File: src/rtl/core/tssc_pkg.sv
// Shared types, codes and helper functions of the stream compare block.
package tssc_pkg;

    localparam int OP_W      = 2;
    localparam int BYTE_W    = 8;
    localparam int VERDICT_W = 2;
    localparam int S_TDATA_W = 16;
    localparam int M_TDATA_W = 8;
    localparam int CMD_DEPTH = 4;

    localparam logic [OP_W-1:0] OP_BYTE_FIRST  = 2'd0;
    localparam logic [OP_W-1:0] OP_BYTE_SECOND = 2'd1;
    localparam logic [OP_W-1:0] OP_END_FIRST   = 2'd2;
    localparam logic [OP_W-1:0] OP_END_SECOND  = 2'd3;

    localparam logic [VERDICT_W-1:0] VERDICT_IDENTICAL = 2'd0;
    localparam logic [VERDICT_W-1:0] VERDICT_DIFFERENT = 2'd1;
    localparam logic [VERDICT_W-1:0] VERDICT_SIMILAR   = 2'd2;

    typedef enum logic [1:0] {
        CMD_BYTE_FIRST,
        CMD_BYTE_SECOND,
        CMD_PAIR_END
    } cmd_kind_t;

    typedef struct packed {
        cmd_kind_t         kind;
        logic [BYTE_W-1:0] data;
        logic              blank;
    } cmd_t;

    function automatic logic is_blank(input logic [BYTE_W-1:0] c);
        return ((c >= 8'd9) && (c <= 8'd13)) || (c == 8'd32);
    endfunction

    function automatic logic [BYTE_W-1:0] fold_case(input logic [BYTE_W-1:0] c);
        if ((c >= 8'd97) && (c <= 8'd122)) begin
            return c - 8'd32;
        end
        return c;
    endfunction

endpackage

File: src/rtl/core/tssc_ram.sv
// Generic single-write, single-read RAM with registered read data.
module tssc_ram #(
    parameter int WIDTH = 8,
    parameter int DEPTH = 16
) (
    input  logic                     aclk,
    input  logic                     we,
    input  logic [$clog2(DEPTH)-1:0] waddr,
    input  logic [WIDTH-1:0]         wdata,
    input  logic                     re,
    input  logic [$clog2(DEPTH)-1:0] raddr,
    output logic [WIDTH-1:0]         rdata
);

    logic [WIDTH-1:0] mem [DEPTH];
    logic [WIDTH-1:0] rdata_reg;

    always_ff @(posedge aclk) begin
        if (we) begin
            mem[waddr] <= wdata;
        end
        if (re) begin
            rdata_reg <= mem[raddr];
        end
    end

    assign rdata = rdata_reg;

endmodule

File: src/rtl/core/tssc_front.sv
// Front end: accepts input words, drops late bytes and end marks, classifies.
module tssc_front (
    input  logic                             aclk,
    input  logic                             aresetn,
    input  logic                             s_tvalid,
    output logic                             s_tready,
    // operation [1:0], data_byte [9:2], zero [15:10]
    input  logic [tssc_pkg::S_TDATA_W-1:0]   s_tdata,
    input  logic                             cmd_full,
    output logic                             cmd_push,
    output tssc_pkg::cmd_t                   cmd
);

    logic                          first_ended_reg, first_ended_next;
    logic                          second_ended_reg, second_ended_next;
    logic                          accept;
    logic [tssc_pkg::OP_W-1:0]     op;
    logic [tssc_pkg::BYTE_W-1:0]   data_byte;

    assign s_tready  = !cmd_full;
    assign accept    = s_tvalid && !cmd_full;
    assign op        = s_tdata[1:0];
    assign data_byte = s_tdata[9:2];

    always_comb begin
        first_ended_next  = first_ended_reg;
        second_ended_next = second_ended_reg;
        cmd_push          = 1'b0;
        cmd.kind          = tssc_pkg::CMD_BYTE_FIRST;
        cmd.data          = data_byte;
        cmd.blank         = tssc_pkg::is_blank(data_byte);
        if (accept) begin
            unique case (op)
                tssc_pkg::OP_BYTE_FIRST: begin
                    cmd_push = !first_ended_reg;
                    cmd.kind = tssc_pkg::CMD_BYTE_FIRST;
                end
                tssc_pkg::OP_BYTE_SECOND: begin
                    cmd_push = !second_ended_reg;
                    cmd.kind = tssc_pkg::CMD_BYTE_SECOND;
                end
                tssc_pkg::OP_END_FIRST: begin
                    if (!first_ended_reg) begin
                        if (second_ended_reg) begin
                            // both ended: close the pair and start fresh
                            cmd_push          = 1'b1;
                            cmd.kind          = tssc_pkg::CMD_PAIR_END;
                            second_ended_next = 1'b0;
                        end else begin
                            first_ended_next = 1'b1;
                        end
                    end
                end
                tssc_pkg::OP_END_SECOND: begin
                    if (!second_ended_reg) begin
                        if (first_ended_reg) begin
                            cmd_push         = 1'b1;
                            cmd.kind         = tssc_pkg::CMD_PAIR_END;
                            first_ended_next = 1'b0;
                        end else begin
                            second_ended_next = 1'b1;
                        end
                    end
                end
                default: begin
                    cmd_push = 1'b0;
                end
            endcase
        end
    end

    always_ff @(posedge aclk) begin
        if (!aresetn) begin
            first_ended_reg  <= 1'b0;
            second_ended_reg <= 1'b0;
        end else begin
            first_ended_reg  <= first_ended_next;
            second_ended_reg <= second_ended_next;
        end
    end

endmodule

File: src/rtl/core/tssc_cmd_fifo.sv
// Short command queue between front end and back end.
module tssc_cmd_fifo (
    input  logic           aclk,
    input  logic           aresetn,
    input  logic           push,
    input  tssc_pkg::cmd_t push_cmd,
    output logic           full,
    input  logic           pop,
    output logic           valid,
    output tssc_pkg::cmd_t head_cmd
);

    localparam int PTR_W = $clog2(tssc_pkg::CMD_DEPTH);
    localparam int CNT_W = $clog2(tssc_pkg::CMD_DEPTH + 1);

    tssc_pkg::cmd_t   mem_reg [tssc_pkg::CMD_DEPTH];
    logic [PTR_W-1:0] wr_ptr_reg, wr_ptr_next;
    logic [PTR_W-1:0] rd_ptr_reg, rd_ptr_next;
    logic [CNT_W-1:0] count_reg, count_next;
    logic             do_push, do_pop;

    assign full     = (count_reg == CNT_W'(tssc_pkg::CMD_DEPTH));
    assign valid    = (count_reg != '0);
    assign head_cmd = mem_reg[rd_ptr_reg];
    assign do_push  = push && !full;
    assign do_pop   = pop && valid;

    always_comb begin
        wr_ptr_next = wr_ptr_reg;
        rd_ptr_next = rd_ptr_reg;
        count_next  = count_reg;
        if (do_push) begin
            wr_ptr_next = (wr_ptr_reg == PTR_W'(tssc_pkg::CMD_DEPTH - 1)) ?
                          '0 : wr_ptr_reg + PTR_W'(1);
        end
        if (do_pop) begin
            rd_ptr_next = (rd_ptr_reg == PTR_W'(tssc_pkg::CMD_DEPTH - 1)) ?
                          '0 : rd_ptr_reg + PTR_W'(1);
        end
        if (do_push && !do_pop) begin
            count_next = count_reg + CNT_W'(1);
        end else if (do_pop && !do_push) begin
            count_next = count_reg - CNT_W'(1);
        end
    end

    always_ff @(posedge aclk) begin
        if (!aresetn) begin
            wr_ptr_reg <= '0;
            rd_ptr_reg <= '0;
            count_reg  <= '0;
        end else begin
            wr_ptr_reg <= wr_ptr_next;
            rd_ptr_reg <= rd_ptr_next;
            count_reg  <= count_next;
        end
    end

    always_ff @(posedge aclk) begin
        if (do_push) begin
            mem_reg[wr_ptr_reg] <= push_cmd;
        end
    end

endmodule

File: src/rtl/core/tssc_back.sv
// Back end: lead queues for the exact and similarity checks, verdict register.
module tssc_back #(
    parameter int QUEUE_DEPTH = 16
) (
    input  logic                           aclk,
    input  logic                           aresetn,
    input  logic                           cmd_valid,
    input  tssc_pkg::cmd_t                 cmd,
    output logic                           cmd_pop,
    output logic                           m_tvalid,
    input  logic                           m_tready,
    // verdict [1:0], overflow [2], zero [7:3]
    output logic [tssc_pkg::M_TDATA_W-1:0] m_tdata
);

    localparam int PTR_W = $clog2(QUEUE_DEPTH);
    localparam int CNT_W = $clog2(QUEUE_DEPTH + 1);
    localparam int NUM_CHECKS = 2;

    // per check: index 0 exact, index 1 similarity
    logic [PTR_W-1:0]            head_reg      [NUM_CHECKS];
    logic [PTR_W-1:0]            head_next     [NUM_CHECKS];
    logic [CNT_W-1:0]            count_reg     [NUM_CHECKS];
    logic [CNT_W-1:0]            count_next    [NUM_CHECKS];
    logic [NUM_CHECKS-1:0]       lead_reg, lead_next;
    logic [NUM_CHECKS-1:0]       ok_reg, ok_next;
    logic [NUM_CHECKS-1:0]       cmp_valid_reg, cmp_valid_next;
    logic [tssc_pkg::BYTE_W-1:0] cmp_byte_reg  [NUM_CHECKS];
    logic [tssc_pkg::BYTE_W-1:0] cmp_byte_next [NUM_CHECKS];
    logic [tssc_pkg::BYTE_W-1:0] rd_data       [NUM_CHECKS];
    logic [PTR_W-1:0]            tail          [NUM_CHECKS];
    logic [NUM_CHECKS-1:0]       ram_we, ram_re;
    logic [NUM_CHECKS-1:0]       ok_eff, count_zero, over_hit;

    logic                             overran_reg, overran_next;
    logic                             m_tvalid_reg, m_tvalid_next;
    logic [tssc_pkg::M_TDATA_W-1:0]   m_tdata_reg, m_tdata_next;
    logic                             out_free, is_end, pair_done, fire, side;
    logic [tssc_pkg::VERDICT_W-1:0]   verdict;

    assign out_free  = !m_tvalid_reg || m_tready;
    assign is_end    = (cmd.kind == tssc_pkg::CMD_PAIR_END);
    assign fire      = cmd_valid && (!is_end || out_free);
    assign pair_done = fire && is_end;
    assign side      = (cmd.kind == tssc_pkg::CMD_BYTE_SECOND);
    assign cmd_pop   = fire;

    for (genvar c = 0; c < NUM_CHECKS; c++) begin : g_check
        localparam bit FOLD = (c == 1);

        logic                        lane_en, act, is_push, q_full, mism;
        logic [CNT_W:0]              tail_sum;
        logic [tssc_pkg::BYTE_W-1:0] rd_cmp, byte_cmp;

        tssc_ram #(
            .WIDTH (tssc_pkg::BYTE_W),
            .DEPTH (QUEUE_DEPTH)
        ) u_ram (
            .aclk  (aclk),
            .we    (ram_we[c]),
            .waddr (tail[c]),
            .wdata (cmd.data),
            .re    (ram_re[c]),
            .raddr (head_reg[c]),
            .rdata (rd_data[c])
        );

        always_comb begin
            rd_cmp   = FOLD ? tssc_pkg::fold_case(rd_data[c]) : rd_data[c];
            byte_cmp = FOLD ? tssc_pkg::fold_case(cmp_byte_reg[c]) : cmp_byte_reg[c];
            mism     = (rd_cmp != byte_cmp);
            // fold in a mismatch from the compare still in flight
            ok_eff[c]     = ok_reg[c] && !(cmp_valid_reg[c] && mism);
            count_zero[c] = (count_reg[c] == '0);
            lane_en  = !is_end && (!FOLD || !cmd.blank);
            act      = fire && lane_en && ok_eff[c];
            is_push  = count_zero[c] || (lead_reg[c] == side);
            q_full   = (count_reg[c] == CNT_W'(QUEUE_DEPTH));
            tail_sum = {1'b0, {(CNT_W - PTR_W){1'b0}}, head_reg[c]} +
                       {1'b0, count_reg[c]};
            tail[c]  = (tail_sum >= (CNT_W + 1)'(QUEUE_DEPTH)) ?
                       PTR_W'(tail_sum - (CNT_W + 1)'(QUEUE_DEPTH)) :
                       PTR_W'(tail_sum);

            head_next[c]     = head_reg[c];
            count_next[c]    = count_reg[c];
            lead_next[c]     = lead_reg[c];
            ok_next[c]       = ok_eff[c];
            cmp_valid_next[c] = 1'b0;
            cmp_byte_next[c] = cmp_byte_reg[c];
            ram_we[c]        = 1'b0;
            ram_re[c]        = 1'b0;
            over_hit[c]      = 1'b0;

            if (act) begin
                if (is_push) begin
                    if (q_full) begin
                        // drop the word and flag the overrun
                        over_hit[c] = 1'b1;
                    end else begin
                        ram_we[c]     = 1'b1;
                        count_next[c] = count_reg[c] + CNT_W'(1);
                        lead_next[c]  = side;
                    end
                end else begin
                    ram_re[c]         = 1'b1;
                    head_next[c]      = (head_reg[c] == PTR_W'(QUEUE_DEPTH - 1)) ?
                                        '0 : head_reg[c] + PTR_W'(1);
                    count_next[c]     = count_reg[c] - CNT_W'(1);
                    cmp_valid_next[c] = 1'b1;
                    cmp_byte_next[c]  = cmd.data;
                end
            end

            if (pair_done) begin
                head_next[c]  = '0;
                count_next[c] = '0;
                lead_next[c]  = 1'b0;
                ok_next[c]    = 1'b1;
            end
        end

        always_ff @(posedge aclk) begin
            if (!aresetn) begin
                head_reg[c]      <= '0;
                count_reg[c]     <= '0;
                lead_reg[c]      <= 1'b0;
                ok_reg[c]        <= 1'b1;
                cmp_valid_reg[c] <= 1'b0;
            end else begin
                head_reg[c]      <= head_next[c];
                count_reg[c]     <= count_next[c];
                lead_reg[c]      <= lead_next[c];
                ok_reg[c]        <= ok_next[c];
                cmp_valid_reg[c] <= cmp_valid_next[c];
            end
        end

        always_ff @(posedge aclk) begin
            cmp_byte_reg[c] <= cmp_byte_next[c];
        end
    end

    always_comb begin
        if (ok_eff[0] && count_zero[0]) begin
            verdict = tssc_pkg::VERDICT_IDENTICAL;
        end else if (ok_eff[1] && count_zero[1]) begin
            verdict = tssc_pkg::VERDICT_SIMILAR;
        end else begin
            verdict = tssc_pkg::VERDICT_DIFFERENT;
        end

        overran_next  = pair_done ? 1'b0 : (overran_reg || (|over_hit));
        m_tvalid_next = m_tvalid_reg && !m_tready;
        m_tdata_next  = m_tdata_reg;
        if (pair_done) begin
            m_tvalid_next = 1'b1;
            m_tdata_next  = {{(tssc_pkg::M_TDATA_W - tssc_pkg::VERDICT_W - 1){1'b0}},
                             overran_reg, verdict};
        end
    end

    always_ff @(posedge aclk) begin
        if (!aresetn) begin
            overran_reg  <= 1'b0;
            m_tvalid_reg <= 1'b0;
        end else begin
            overran_reg  <= overran_next;
            m_tvalid_reg <= m_tvalid_next;
        end
    end

    always_ff @(posedge aclk) begin
        m_tdata_reg <= m_tdata_next;
    end

    assign m_tvalid = m_tvalid_reg;
    assign m_tdata  = m_tdata_reg;

endmodule

File: src/rtl/core/text_stream_similarity_compare.sv
// Path: a pair's closing end mark passes the command queue register and then the verdict
// register before its verdict word appears, if the queues are not backed up; a mismatch
// from the last lead-queue read is folded into the verdict in the same cycle.
// Throughput: one input word per cycle, sustained, as long as the result side drains.
// Reset: aresetn is synchronous, active low; it clears all control state. The lead-queue
// RAMs are not cleared: an entry is read only after it was written.
module text_stream_similarity_compare #(
    parameter int QUEUE_DEPTH = 16
) (
    input  logic                           aclk,
    input  logic                           aresetn,
    input  logic                           s_tvalid,
    output logic                           s_tready,
    // operation [1:0], data_byte [9:2], zero [15:10]
    input  logic [tssc_pkg::S_TDATA_W-1:0] s_tdata,
    output logic                           m_tvalid,
    input  logic                           m_tready,
    // verdict [1:0], overflow [2], zero [7:3]
    output logic [tssc_pkg::M_TDATA_W-1:0] m_tdata
);

    tssc_pkg::cmd_t front_cmd, head_cmd;
    logic           front_push, fifo_full, fifo_valid, fifo_pop;

    tssc_front u_front (
        .aclk     (aclk),
        .aresetn  (aresetn),
        .s_tvalid (s_tvalid),
        .s_tready (s_tready),
        .s_tdata  (s_tdata),
        .cmd_full (fifo_full),
        .cmd_push (front_push),
        .cmd      (front_cmd)
    );

    tssc_cmd_fifo u_cmd_fifo (
        .aclk     (aclk),
        .aresetn  (aresetn),
        .push     (front_push),
        .push_cmd (front_cmd),
        .full     (fifo_full),
        .pop      (fifo_pop),
        .valid    (fifo_valid),
        .head_cmd (head_cmd)
    );

    tssc_back #(
        .QUEUE_DEPTH (QUEUE_DEPTH)
    ) u_back (
        .aclk      (aclk),
        .aresetn   (aresetn),
        .cmd_valid (fifo_valid),
        .cmd       (head_cmd),
        .cmd_pop   (fifo_pop),
        .m_tvalid  (m_tvalid),
        .m_tready  (m_tready),
        .m_tdata   (m_tdata)
    );

endmodule

File: config.mk
export PLATFORM = sky130hd
export DESIGN_NAME = text_stream_similarity_compare
export DESIGN_NICKNAME = d
export VERILOG_FILES = /design/src/rtl/core/tssc_pkg.sv /design/src/rtl/core/tssc_ram.sv /design/src/rtl/core/tssc_front.sv /design/src/rtl/core/tssc_cmd_fifo.sv /design/src/rtl/core/tssc_back.sv /design/src/rtl/core/text_stream_similarity_compare.sv
export SDC_FILE = /design/constraint.sdc
export NUM_CORES = 1
export LEC_CHECK = 0
export BUFFER_PORTS_ARGS = -buffer_cell sky130_fd_sc_hd__buf_2
export CORE_MARGIN = 2
export CORE_UTILIZATION = 62
export DETAILED_ROUTE_END_ITERATION = 10
export PLACE_DENSITY = 0.81
export SLEW_MARGIN = 10
export SYNTH_ARGS = -nofsm -noshare
export SYNTH_HDL_FRONTEND = slang
export SYNTH_HIERARCHICAL = 1
export SYNTH_SLANG_ARGS = --single-unit
File: constraint.sdc
create_clock -name aclk -period 4.8 [get_ports aclk]
set_clock_uncertainty 0.1 [all_clocks]
set_input_delay 0.24 -clock aclk [delete_from_list [all_inputs] [get_ports aclk]]
set_output_delay 0.24 -clock aclk [all_outputs]
set_load 0.1 [all_outputs]
Word level (Yosys, flattened, before mapping)
Memories as Yosys holds them, arrays and structs flattened. A register that Yosys moved wholly into a read port is not among the register bits.
Cells that the tools add are included.
{"block": "classes", "n_addsub": 16, "mul": 0, "div_mod_pow": 0, "order_cmp": 8, "n_eq_ne": 19, "shift": 0, "mux": 84, "bitwise_logic": 7, "n_reduce_logical": 51}
{"op": "two-way mux 8 bit", "count": 8}
{"op": "two-way mux 5 bit", "count": 10}
{"op": "two-way mux 4 bit", "count": 12}
{"op": "two-way mux 1 bit", "count": 38}
{"op": "logical AND 1 bit", "count": 22}
{"op": "two-way mux 2 bit", "count": 10}
{"op": ">= comparator 8 x 7 -> 1 bit, second input constant", "count": 2}
{"op": "less-or-equal comparator 8 x 7 -> 1 bit, second input constant", "count": 2}
{"op": "inequality test 8 bit", "count": 2}
{"op": "subtractor 8 x 6 -> 8 bit, second input constant", "count": 2}
{"op": "adder 4 x 5 -> 6 bit", "count": 2}
{"op": ">= comparator 6 x 5 -> 1 bit, second input constant", "count": 2}
{"op": "AND reduction 3 bit", "count": 4}
{"op": "zero test 1 bit", "count": 11}
{"op": "adder 5 x 1 -> 5 bit, second input constant", "count": 2}
{"op": "== test 2 bit, second input constant", "count": 5}
{"op": "== test 5 bit, second input constant", "count": 2}
{"op": "zero test 5 bit", "count": 2}
{"op": "subtractor 5 x 1 -> 5 bit, second input constant", "count": 2}
{"op": "adder 4 x 1 -> 4 bit, second input constant", "count": 2}
{"op": "== test 4 bit, second input constant", "count": 2}
{"op": "== test 8 x 6 -> 1 bit, second input constant", "count": 1}
{"op": ">= comparator 8 x 4 -> 1 bit, second input constant", "count": 1}
{"op": "less-or-equal comparator 8 x 4 -> 1 bit, second input constant", "count": 1}
{"op": "other kinds (19)", "count": 38}
{"block": "word_totals", "regBits": 20, "latch_bits": 0, "ram_bits": 334, "mem_bits_ro": 0, "n_memories": 6}
{"memory": "u_back.g_check[0].u_ram.mem", "words": 16, "word_bits": 8, "read_ports": 1, "rd_ports_with_merged_regs": 1, "write_ports": 1, "line": "tssc_ram.sv:15", "source": "logic [WIDTH-1:0] mem [DEPTH];"}
{"memory": "u_back.g_check[1].u_ram.mem", "words": 16, "word_bits": 8, "read_ports": 1, "rd_ports_with_merged_regs": 1, "write_ports": 1, "line": "tssc_ram.sv:15"}
{"memory": "u_cmd_fifo.mem_reg", "words": 4, "word_bits": 11, "read_ports": 1, "rd_ports_with_merged_regs": 1, "write_ports": 1, "line": "tssc_cmd_fifo.sv:16", "source": "tssc_pkg::cmd_t mem_reg [tssc_pkg::CMD_DEPTH];"}
{"memory": "u_back.cmp_byte_reg", "words": 2, "word_bits": 8, "read_ports": 2, "rd_ports_with_merged_regs": 0, "write_ports": 2, "line": "tssc_back.sv:28", "source": "logic [tssc_pkg::BYTE_W-1:0] cmp_byte_reg [NUM_CHECKS];"}
{"memory": "u_back.count_reg", "words": 2, "word_bits": 5, "read_ports": 2, "rd_ports_with_merged_regs": 0, "write_ports": 2, "line": "tssc_back.sv:23", "source": "logic [CNT_W-1:0] count_reg [NUM_CHECKS];"}
{"memory": "u_back.head_reg", "words": 2, "word_bits": 4, "read_ports": 2, "rd_ports_with_merged_regs": 0, "write_ports": 2, "line": "tssc_back.sv:21", "source": "logic [PTR_W-1:0] head_reg [NUM_CHECKS];"}

Logic depth before layout (Yosys ltp)
Gate-level depths: netlist of the first run.
An unclocked memory read counts as a cell.
{"block": "logic_depth", "word_depth": 13, "depth_mapped": 13, "depth_no_buf": 12}

Modules after synthesis
Netlist of the first run, hierarchy kept.
{"mod": "tssc_ram", "n_inst": 2, "cells_each": 229, "area_each_um2": 5227.5, "seq_area_each_um2": 4083.9}
{"mod": "tssc_back", "n_inst": 1, "cells_each": 274, "area_each_um2": 2660.1, "seq_area_each_um2": 1091.0}
{"mod": "tssc_cmd_fifo", "n_inst": 1, "cells_each": 108, "area_each_um2": 2063.2, "seq_area_each_um2": 1501.4}
{"mod": "tssc_front", "n_inst": 1, "cells_each": 32, "area_each_um2": 257.7, "seq_area_each_um2": 40.0}

Worst setup path after synthesis of the first run
Ideal clock, no wire load.
{"block": "synth_timing", "path_kind": "register to register", "start": "register (tool-made name)", "end": "memory u_back.g_check[1].u_ram.mem[0][0] (enable)", "setup_ns": 0.383, "arrival_ns": 3.611, "t_required_ns": 4.317, "path_slack_ns": 0.705, "path_stages_with_launch": 12, "period_less_slack_ns": 4.095, "path_cell_list": "dfxtp_1 > buf_4 > mux4_2 > nand2b_1 > nand2_1 > or2_2 > a211o_1 > nor4_4 > nor2_2 > a211oi_1 > or3b_2 > nor3_1"}
{"element": "end, declared", "line": "tssc_ram.sv:15"}

==> results of run 1 <==
cell type report:
class,count,area [sq um]
Inverter,28,105
Clock buffer,48,1010
Clock inverter,20,115
Timing Repair Buffer,69,503
Tap cell,324,405
Sequential cell,372,10800
Fill cell,1490,7210
Multi-Input combinational cell,436,4240
synth_stat cells (9+ instances only):
library cell  instances  area (sq um)
edfxtp_1            335         10100
nand3_1              10          50.1
ha_1                 22           275
mux4_1               28           736
xnor2_1              21           184
a22oi_1              32           240
dfxtp_1              37           741
nor2_1               54           203
nor3_1               10          50.1
o21ai_0               9          45.0
nand2_1              42           158
inv_1                28           105
mux4_2               47          1060
xor2_1               16           140
a21oi_1              24           120
buf_4                16           120
placed cells by master, fill, tap and decap left out, drive strengths merged, types with 8 or more instances in the layout:
cell type,count
buf,57
xor2,16
o21ai,11
nor2,55
a22oi,32
nand3,10
ha,22
inv,28
a21o,8
edfxtp,335
nand2b,8
dlygate4sd3,12
nand2,42
nor2b,8
a21oi,24
mux4,75
clkbuf,48
or3,8
xnor2,21
clkinv,18
nor3,10
dfxtp,37
worst max path at each step:
stage | start | to | slack [ns] | cells past startpoint
final | flop | u_back/g_check[1].u_ram/mem[0][2]$_DFFE_PP_ | 0.91 | 11
after global routing | flop | u_back/g_check[1].u_ram/mem[0][0]$_DFFE_PP_ | 0.69 | 13
after CTS | flop | u_back/g_check[1].u_ram/mem[0][2]$_DFFE_PP_ | 0.91 | 11
after detailed placement | flop | u_back/g_check[0].u_ram/mem[14][4]$_DFFE_PP_ | 0.97 | 10
after global placement | flop | u_back/g_check[1].u_ram/mem[0][1]$_DFFE_PP_ | 0.99 | 11
after floorplan | flop | u_back/g_check[1].u_ram/mem[0][0]$_DFFE_PP_ | 0.71 | 11
timing repair:
action | 4_1_cts | 5_1_grt
endpoints found under the hold margin | 44 | 0
hold buffers | 12 | 0
buffers inserted | 0 | 0
layer usage:
metal / global-route usage (%) / vias to the layer above / share of wire, %
met1: 31.0 / 4041 / 40
met3: 3.52 / 51 / 4.6
li1: - / 3608 / -
met4: 7.16 / 0 / 2.4
met2: 41.3 / 218 / 53
met5: 0 / - / 0
stage by stage:
| stage | instances | utilization [%] | total power [uW] |
|---|---|---|---|
| 2_1_floorplan | 876 | - | 5390 |
| 3_3_place_gp | 1217 | 65.4 | 5850 |
| 3_5_place_dp | 1217 | 65.4 | 5920 |
| 4_1_cts | 1297 | 70.5 | 8600 |
| 5_1_grt | 1297 | 70.5 | 8890 |
| 6_report | 1297 | 70.5 | 8540 |
critical path: stages (launching register included):
cell and delay (ns):
dfxtp_1 0.36, buf_4 0.25, mux4_2 0.56, or2_2 0.33, a211o_1 0.26, nor4_4 0.29
nor2_2 0.13, a211oi_1 0.26, buf_4 0.20, or3b_2 0.49, nor3_1 0.15, buf_4 0.21
cell families after synthesis:
logic type | synth area share, %
AO/OA/AOI/OAI | 4.82
XOR/XNOR | 2.10
adder cells (fa/ha/maj) | 2.43
buffers and inverters | 2.63
flip-flops | 70.0
multiplexers | 12.0
other | 0.0243
AND/OR/NAND/NOR | 6.01
power by group:
part           internal (uW)  switching [uW]  total, uW
clock                   1490            1170       2660
combinational            583            1140       1730
sequential              4040             108       4150
==> summary.txt, run 1 <==
Timing
  • Setup TNS: 0 ns
  • Final Setup Violations: 0
  • Worst Max-Slew Pin Slew: 0.782 ns
  • Maximum clock rate: 257 MHz
  • Worst Setup Slack, final: 0.913 ns
  • Max_slew headroom: 47.9%
  • Final Max Slew Viols: 0
  • Worst hold slack: 0.0521 ns
  • RSZ-0062 raised after global routing: no
  • Final Cycle Share: 81.0%
  • Fin. Hold Viols: 0
  • Tmin final: 3.89 ns

CTS
  • Clk_lat worst skew: 0.52 ns
  • Clock Tree Buf Depth: 3
  • Cts bufs inserted: 38
  • TritonCTS clock tree: done
  • H-tree levels: 2
  • Clock root cell: clkbuf_16
  • Clock sinks: 372
  • PostCTS Resize Cnt: 0
  • Clock Pin Slew Worst Setup and Hold Paths: 0.05 ns

Power
  • Maximum vdd drop: 0.000420 V
  • PD cells: 497 nW/um^2
  • Leakage: 0.00575 uW

Worst hold path
  • Worst hold stages: 3
  • Hold wc startpoint: s_tvalid
  • Hold crit path type: in -> reg
  • Hold endpoint: u_front/second_ended_reg$_SDFFE_PN0P_

Placed design
  • Placed cell area: 15900 sq um
  • Pre-CTS WS: 0.974 ns
  • I/O Buffers: 18
  • GP Congestion: 0.828
  • Hpwl dp: 17200 um

Drt
  • Drt drc: 0
  • Routed Antenna Nets: 0
  • Overall routed net length: 29600 um
  • Pre-antenna DRT Iters: 5
  • DR vias: 7918
  • Vias/cell: 6.10
  • Drt initial violations: 553
  • WL per Instance: 22.8 um

Run status
  • Status: finished clean

Logic synthesis
  • Seq/Total Area, Yosys: 70.0%
  • Post-synth EDFFs: 335
  • Async set-reset flop share out of synthesis: 0%
  • Flops & latches, synth: 372
  • Post-Synthesis Cells: 872
  • Ys flop type: edfxtp_1
  • Post-Syn Area: 15400 sq um
  • Synth cell types: 63
  • Ys Warns: 6
  • Avg Inst Size Synth: 17.7 sq um

Setup path
  • Crit path launch type: flop
  • CP Max Fanout: 10
  • Reg2reg end: u_back/g_check[1].u_ram/mem[0][2]$_DFFE_PP_
  • Req. time, crit path: 4.93 ns
  • R2R cell count: 11
  • Setup Crit Path Kind: reg -> reg
  • Worst Setup End Kind: flop
  • Worst path arrival time: 4.02 ns
  • R2r setup slk: 0.91 ns

Die
  • Cell Rows: 57
  • Initial Util: 63.3%
  • Die Y: 162 um
  • Core area: 24400 sq um
  • Die W: 162 um
  • Ports: 30
  • Area of the die: 26200 sq um

GRT
  • Global Route Usage Sum: 23.6%
  • Largest net degree at the start of global routing: 39
  • Vias in the first global route: 7965
  • Global route overflow: 0
  • Global-route wire length before repair: 46100 um
  • Antenna violations before repair: 0

Run
  • Number of max-cap violations: 0

Layout
  • Max reg flops: 256
  • Design area: 17200 sq um
  • Share of layout cells above drive strength 1: 17.7%
  • # diodes: 0
  • Synth-to-Final Area Change: 11.3%
  • Final nets: 992
Note: power is estimated with default switching activity, not from simulation.
==> run 2: changes to the inputs <==
ABC_AREA = 1   (was default)
CORE_UTILIZATION = 63   (was 62)
PLACE_DENSITY = 0.82   (was 0.81)
clock period = 4 ns   (was 4.8 ns; I/O delays follow)
==> run 2 against run 1 <==
Combinational power grew 110%. Register-to-register slack lost 0.22 ns. Non-clock buffer count shrank 12. Area after synthesis grew 9.8%. Fmax grew 17%. Largest power group unchanged. Critical endpoint is now u_back/g_check[1].u_ram/mem[13][3]$_DFFE_PP_. Cell count grew 61%. Synthesized cell count grew 94%. Flip-flop and latch count is the same. Worst setup slack lost 0.22 ns.
==> summary.txt, run 2 <==
Setup path
  • Worst path max stage delay: 0.59 ns
  • Most used cell, CP: nor2_1
  • Req. time, crit path: 4.04 ns
  • CP Max Fanout: 22
  • WP buf/inv: 3
  • Worst Setup End Kind: flop
  • CP Cell Sequence: buf_4 -> o21ai_1 -> o22ai_1 -> inv_2 -> nand2_1 -> xor2_1 -> nor2_4 -> nor2_1 -> nand4_1 -> inv_1 -> nand3_1 -> nor2_1
  • Crit path launch type: flop
  • Top delay family on crit path: simple AND/OR/NAND/NOR gates
  • Setup Crit Path Kind: reg -> reg
  • Max stage delay cell, worst path: nor2_1
  • Worst path arrival time: 3.35 ns

Placed design
  • GP Congestion: 0.855
  • Pre-CTS WS: 0.759 ns
  • I/O Buffers: 18
  • Hpwl dp: 20700 um

Die
  • Initial Util: 63.6%
  • Ports: 30
  • Die W: 168 um
  • Area of the die: 28200 sq um
  • Core area: 26700 sq um
  • Die Y: 168 um
  • Cell Rows: 60

Timing
  • Final Setup Violations: 0
  • Maximum clock rate: 302 MHz
  • Worst Setup Slack, final: 0.688 ns
  • Worst Max-Slew Pin Slew: 1.13 ns
  • Final Cycle Share: 82.8%
  • Tmin final: 3.31 ns
  • Max_slew headroom: 24.5%
  • Setup TNS: 0 ns
  • Fin. Hold Viols: 0
  • Final Max Slew Viols: 0
  • RSZ-0062 raised after global routing: no

Logic synthesis
  • Avg Inst Size Synth: 10.0 sq um
  • Ys Warns: 6
  • Flops & latches, synth: 372
  • Most frequent cell after synthesis: nand2_1
  • Synth cell types: 38
  • Cell taking the most area after synthesis: edfxtp_1
  • Ys flop type: edfxtp_1
  • Post-Synthesis Cells: 1689
  • Top cell type's share of synthesized area: 59.3%
  • Post-synth EDFFs: 335
  • Async set-reset flop share out of synthesis: 0%
  • Dominant cells by area after synthesis: edfxtp_1, nand2_1, nand3_1
  • Most frequent cells after synthesis: nand2_1, edfxtp_1, inv_1
  • Post-Syn Area: 17000 sq um
  • Seq/Total Area, Yosys: 63.7%

Worst hold path
  • Hold crit path type: in -> reg

Drt
  • Pre-antenna DRT Iters: 5
  • Drt drc: 0
  • WL per Instance: 16.9 um
  • DR vias: 11500
  • Routed Antenna Nets: 0
  • Overall routed net length: 35400 um
  • Drt initial violations: 1468
  • Vias/cell: 5.51

GRT
  • Vias in the first global route: 11400
  • Global routing's busiest layer: met2
  • M2 GR Usage: 45.2%
  • Largest net degree at the start of global routing: 69
  • Global-route wire length before repair: 56900 um
  • Global route overflow: 0
  • Global Route Usage Sum: 25.5%
  • Met1 GRT Util: 32.6%
  • Met3 GRT Util: 3.36%
  • Antenna violations before repair: 0

Run
  • Number of max-cap violations: 0

CTS
  • Clock Pin Slew Worst Setup and Hold Paths: 0.06 ns
  • Setup bufs post-CTS: 0
  • Clock sinks: 372
  • Cts bufs inserted: 38
  • Clock Tree Buf Depth: 3
  • Clk_lat worst skew: 0.51 ns
  • PostCTS Resize Cnt: 0
  • TritonCTS clock tree: done
  • Clock root cell: clkbuf_16
  • H-tree levels: 2

Layout
  • Final nets: 1769
  • Commonest cells after routing, fill and taps aside: nand2_1, edfxtp_1, inv_1
  • # diodes: 0
  • Share of layout cells above drive strength 1: 8.00%
  • Leading cell type in the layout, fill and taps excluded: nand2_1
  • Max reg flops: 256
  • Synth-to-Final Area Change: 9.41%

Run status
  • Status: finished clean

Power
  • Maximum vdd drop: 0.000547 V
  • PD cells: 665 nW/um^2
  • Leakage: 0.00781 uW
## run 2: logic make-up after synthesis
kind of cell / Yosys count / synth area share (%)
simple gates: 812 / 20.5
flops: 372 / 63.7
buf+inv: 365 / 9.45
compound gates: 82 / 2.58
xor+xnor: 30 / 1.55
fa+ha+maj: 27 / 2.21
other cells: 1 / 0.0221
## run 2: repair_timing
action | CTS | global route
setup endpoints to repair | 0 | 0
hold buffers | 10 | 0
hold endpoints to repair | 44 | 0
## run 2: power breakdown
part	switching, uW	internal (uW)
logic	2690	949
clock network	1400	1960
registers	177	5150
total	4260	8060
## run 2: final cells by class
class                           instances  area (sq um)
Tap cell                              341           427
Clock inverter                         15           128
Clock buffer                           54          1050
Timing Repair Buffer                   57           408
Fill cell                            1847          8110
Sequential cell                       372         10800
Inverter                              297          1110
Multi-Input combinational cell        956          4610
## run 2: path summary, 6_finish.rpt
path,to,slack [ns],cells after the start,from
worst max register to register,u_back/g_check[1].u_ram/mem[13][3]$_DFFE_PP_,0.69,12,flop
worst min register to register,u_back/m_tdata[2]$_DFFE_PP_,0.36,0,u_back/overran_reg$_SDFF_PP0_
worst min-delay path,u_front/first_ended_reg$_SDFFE_PN0P_,0.02,5,s_tvalid
worst max-delay path,u_back/g_check[1].u_ram/mem[13][3]$_DFFE_PP_,0.69,12,flop
## run 2: worst reg2reg max path, stage by stage (launching register included)
cell and delay (ns):
dfxtp_1 0.36, buf_4 0.27, o21ai_1 0.11, o22ai_1 0.19, inv_2 0.05, nand2_1 0.15
xor2_1 0.29, nor2_4 0.12, nor2_1 0.10, nand4_1 0.18, inv_1 0.24, nand3_1 0.19
nor2_1 0.59
## run 2: routing by layer
layer  part of all wire, %  up-vias  wire (um)
li1                      -     5524          -
met1                    38     5385      13600
met2                    51      532      18000
met3                   7.5       92       2650
met4                   3.1        0       1090
met5                     0        -          0
## run 2: stage by stage
| stage | util (%) | total power (uW) | area [sq um] | cells | hold slack (ns) |
|---|---|---|---|---|---|
| 2_1_floorplan | - | 7910 | 17000 | 1693 | 0.220 |
| 3_3_place_gp | 64.8 | 8790 | 17300 | 2013 | 0.332 |
| 3_5_place_dp | 64.8 | 8960 | 17300 | 2013 | 0.338 |
| 4_1_cts | 69.6 | 12300 | 18500 | 2092 | 0.00730 |
| 5_1_grt | 69.6 | 12900 | 18500 | 2092 | 0.0407 |
| 6_report | 69.6 | 12300 | 18500 | 2092 | 0.0204 |
==> run 3: changes to the inputs <==
clock period = 3.1 ns   (was 4 ns; I/O delays follow)
==> run 3 against run 2 <==
Global-route usage rose by 0.32 points. Total power rose by 30%. Die area did not move. Combinational power rose by 34%. Critical endpoint is now u_back/g_check[1].u_ram/mem[14][1]$_DFFE_PP_. Largest power group unchanged.
==> summary.txt, run 3 (same netlist as run 2, synthesis figures left out) <==
CTS
  • Clock root cell: clkbuf_16
  • Clock sinks: 372
  • Cts bufs inserted: 38
  • TritonCTS clock tree: done
  • # hold bufs at CTS: 18
  • PostCTS Resize Cnt: 0
  • Setup bufs post-CTS: 0
  • Clock Pin Slew Worst Setup and Hold Paths: 0.06 ns
  • H-tree levels: 2
  • Clk_lat worst skew: 0.53 ns
  • Clock Tree Buf Depth: 3

Layout
  • Commonest cells after routing, fill and taps aside: nand2_1, edfxtp_1, inv_1
  • Synth-to-Final Area Change: 11.4%
  • # diodes: 0
  • Leading cell type in the layout, fill and taps excluded: nand2_1
  • Design area: 18900 sq um
  • Max reg flops: 256
  • Final nets: 1814
  • Share of layout cells above drive strength 1: 9.87%
  • Sequential cell area: 10800 sq um
  • Layout Utilization: 70.9%
  • # fillers: 1782
  • Multi-input logic area: 4610 sq um

Drt
  • Drt drc: 0
  • Drt initial violations: 1116
  • Vias/cell: 5.49
  • DR vias: 11700
  • Overall routed net length: 36100 um
  • Routed Antenna Nets: 0
  • WL per Instance: 16.9 um
  • Pre-antenna DRT Iters: 5

Setup path
  • Req. time, crit path: 3.23 ns
  • Most used cell, CP: nand2_1
  • Crit Reg-Reg Startpoint: u_back/g_check[1].u_ram/rdata[7]$_DFFE_PP_
  • CP Cell Sequence: inv_2 -> nand2_1 -> nor2_2 -> nand2_1 -> nor2_2 -> nor2_2 -> nand2_1 -> nand2_1 -> nor2_1 -> nand3_2 -> nand2_4 -> nand4_1 -> inv_1 -> nand3_1 -> nor2_1 -> buf_4
  • Setup Crit Path Kind: reg -> reg
  • R2R cell count: 16
  • Worst path max stage delay: 0.41 ns
  • Crit path launch type: flop
  • R2r setup slk: 0.28 ns
  • Max stage delay cell, worst path: edfxtp_1
  • Reg2reg end: u_back/g_check[1].u_ram/mem[14][1]$_DFFE_PP_
  • Worst path arrival time: 2.95 ns
  • CP Max Fanout: 8
  • Worst Setup End Kind: flop

Timing
  • Maximum clock rate: 354 MHz
  • Setup TNS: 0 ns
  • Final Max Slew Viols: 0
  • Max_slew headroom: 39.7%
  • Final Cycle Share: 91.0%
  • Final Setup Violations: 0
  • Tmin final: 2.82 ns
  • Fin. Hold Viols: 0
  • Worst hold slack: 0.0557 ns
  • RSZ-0062 raised after global routing: no
  • Worst Max-Slew Pin Slew: 0.905 ns

Placed design
  • I/O Buffers: 18
  • Hpwl dp: 21700 um
  • Placed cell area: 17500 sq um
  • GP Congestion: 0.864

Worst hold path
  • Hold endpoint: u_cmd_fifo/mem_reg[3][10]$_DFFE_PP_
  • Hold wc startpoint: s_tvalid
  • Hold crit path type: in -> reg
  • Worst hold stages: 3

Run status
  • Status: finished clean

Power
  • Post-layout power: 16000 uW
  • Maximum vdd drop: 0.000813 V
  • PD cells: 848 nW/um^2
  • Leakage: 0.00804 uW

GRT
  • Largest net degree at the start of global routing: 68
  • Vias in the first global route: 11400
  • Antenna violations before repair: 0
  • Global Route Usage Sum: 25.8%
  • Global route overflow: 0
  • Global-route wire length before repair: 57200 um

Die
  • Die W: 168 um
  • Ports: 30
  • Die Y: 168 um
  • Cell Rows: 60
  • Core area: 26700 sq um
  • Initial Util: 63.6%
  • Area of the die: 28200 sq um

Run
  • Number of max-cap violations: 0
[run 3: cell type report]
class                   count  share of cell area, %
inverters                 297                   5.90
clock inverters            13                  0.464
multi-input cells         956                   24.4
repair buffers            102                   4.05
flip-flops and latches    372                   57.2
clock buffers              54                   5.69
well taps                 341                   2.26
[run 3: critical path: cells and delay by family, from the launching register on]
family | cells | cell delay [ns]
flip-flops | 1 | 0.41
AND/OR/NAND/NOR | 13 | 1.51
buffers and inverters | 3 | 0.50
[run 3: how the worst max path moves through the flow]
stage | from | endpoint | depth (start not counted)
global placement | u_back/g_check[1].u_ram/rdata[7]$_DFFE_PP_ | u_back/g_check[1].u_ram/mem[11][2]$_DFFE_PP_ | 16
CTS | u_back/g_check[1].u_ram/rdata[7]$_DFFE_PP_ | u_back/g_check[1].u_ram/mem[10][4]$_DFFE_PP_ | 16
global route | u_back/g_check[1].u_ram/rdata[7]$_DFFE_PP_ | u_back/g_check[1].u_ram/mem[4][4]$_DFFE_PP_ | 16
floorplan | u_cmd_fifo/count_reg[1]$_SDFFE_PN0P_ | u_cmd_fifo/count_reg[2]$_SDFFE_PN0P_ | 19
detailed placement | u_back/g_check[1].u_ram/rdata[7]$_DFFE_PP_ | u_back/g_check[1].u_ram/mem[10][2]$_DFFE_PP_ | 16
finish | u_back/g_check[1].u_ram/rdata[7]$_DFFE_PP_ | u_back/g_check[1].u_ram/mem[14][1]$_DFFE_PP_ | 16
[run 3: metrics by stage]
step	worst slack (ns)	cells
3_3_place_gp	0.393	2050
5_1_grt	0.0135	2135
2_1_floorplan	0.173	1693
3_5_place_dp	0.297	2050
4_1_cts	0.289	2135
6_report	0.279	2135
[run 3: metal layers]
layer	share of wire (%)	wire length, um	vias to the layer above	global-route usage, %
met1	39	13900	5526	31.8
li1	-	-	5606	-
met3	6.8	2460	106	3.62
met5	0	0	-	0
met2	51	18500	485	46.5
met4	3.3	1190	0	9.79
[run 3: where the power goes]
part           total (uW)  internal (uW)  switching [uW]
logic                4860           1340            3520
clock network        4290           2490            1790
registers            6880           6640             238
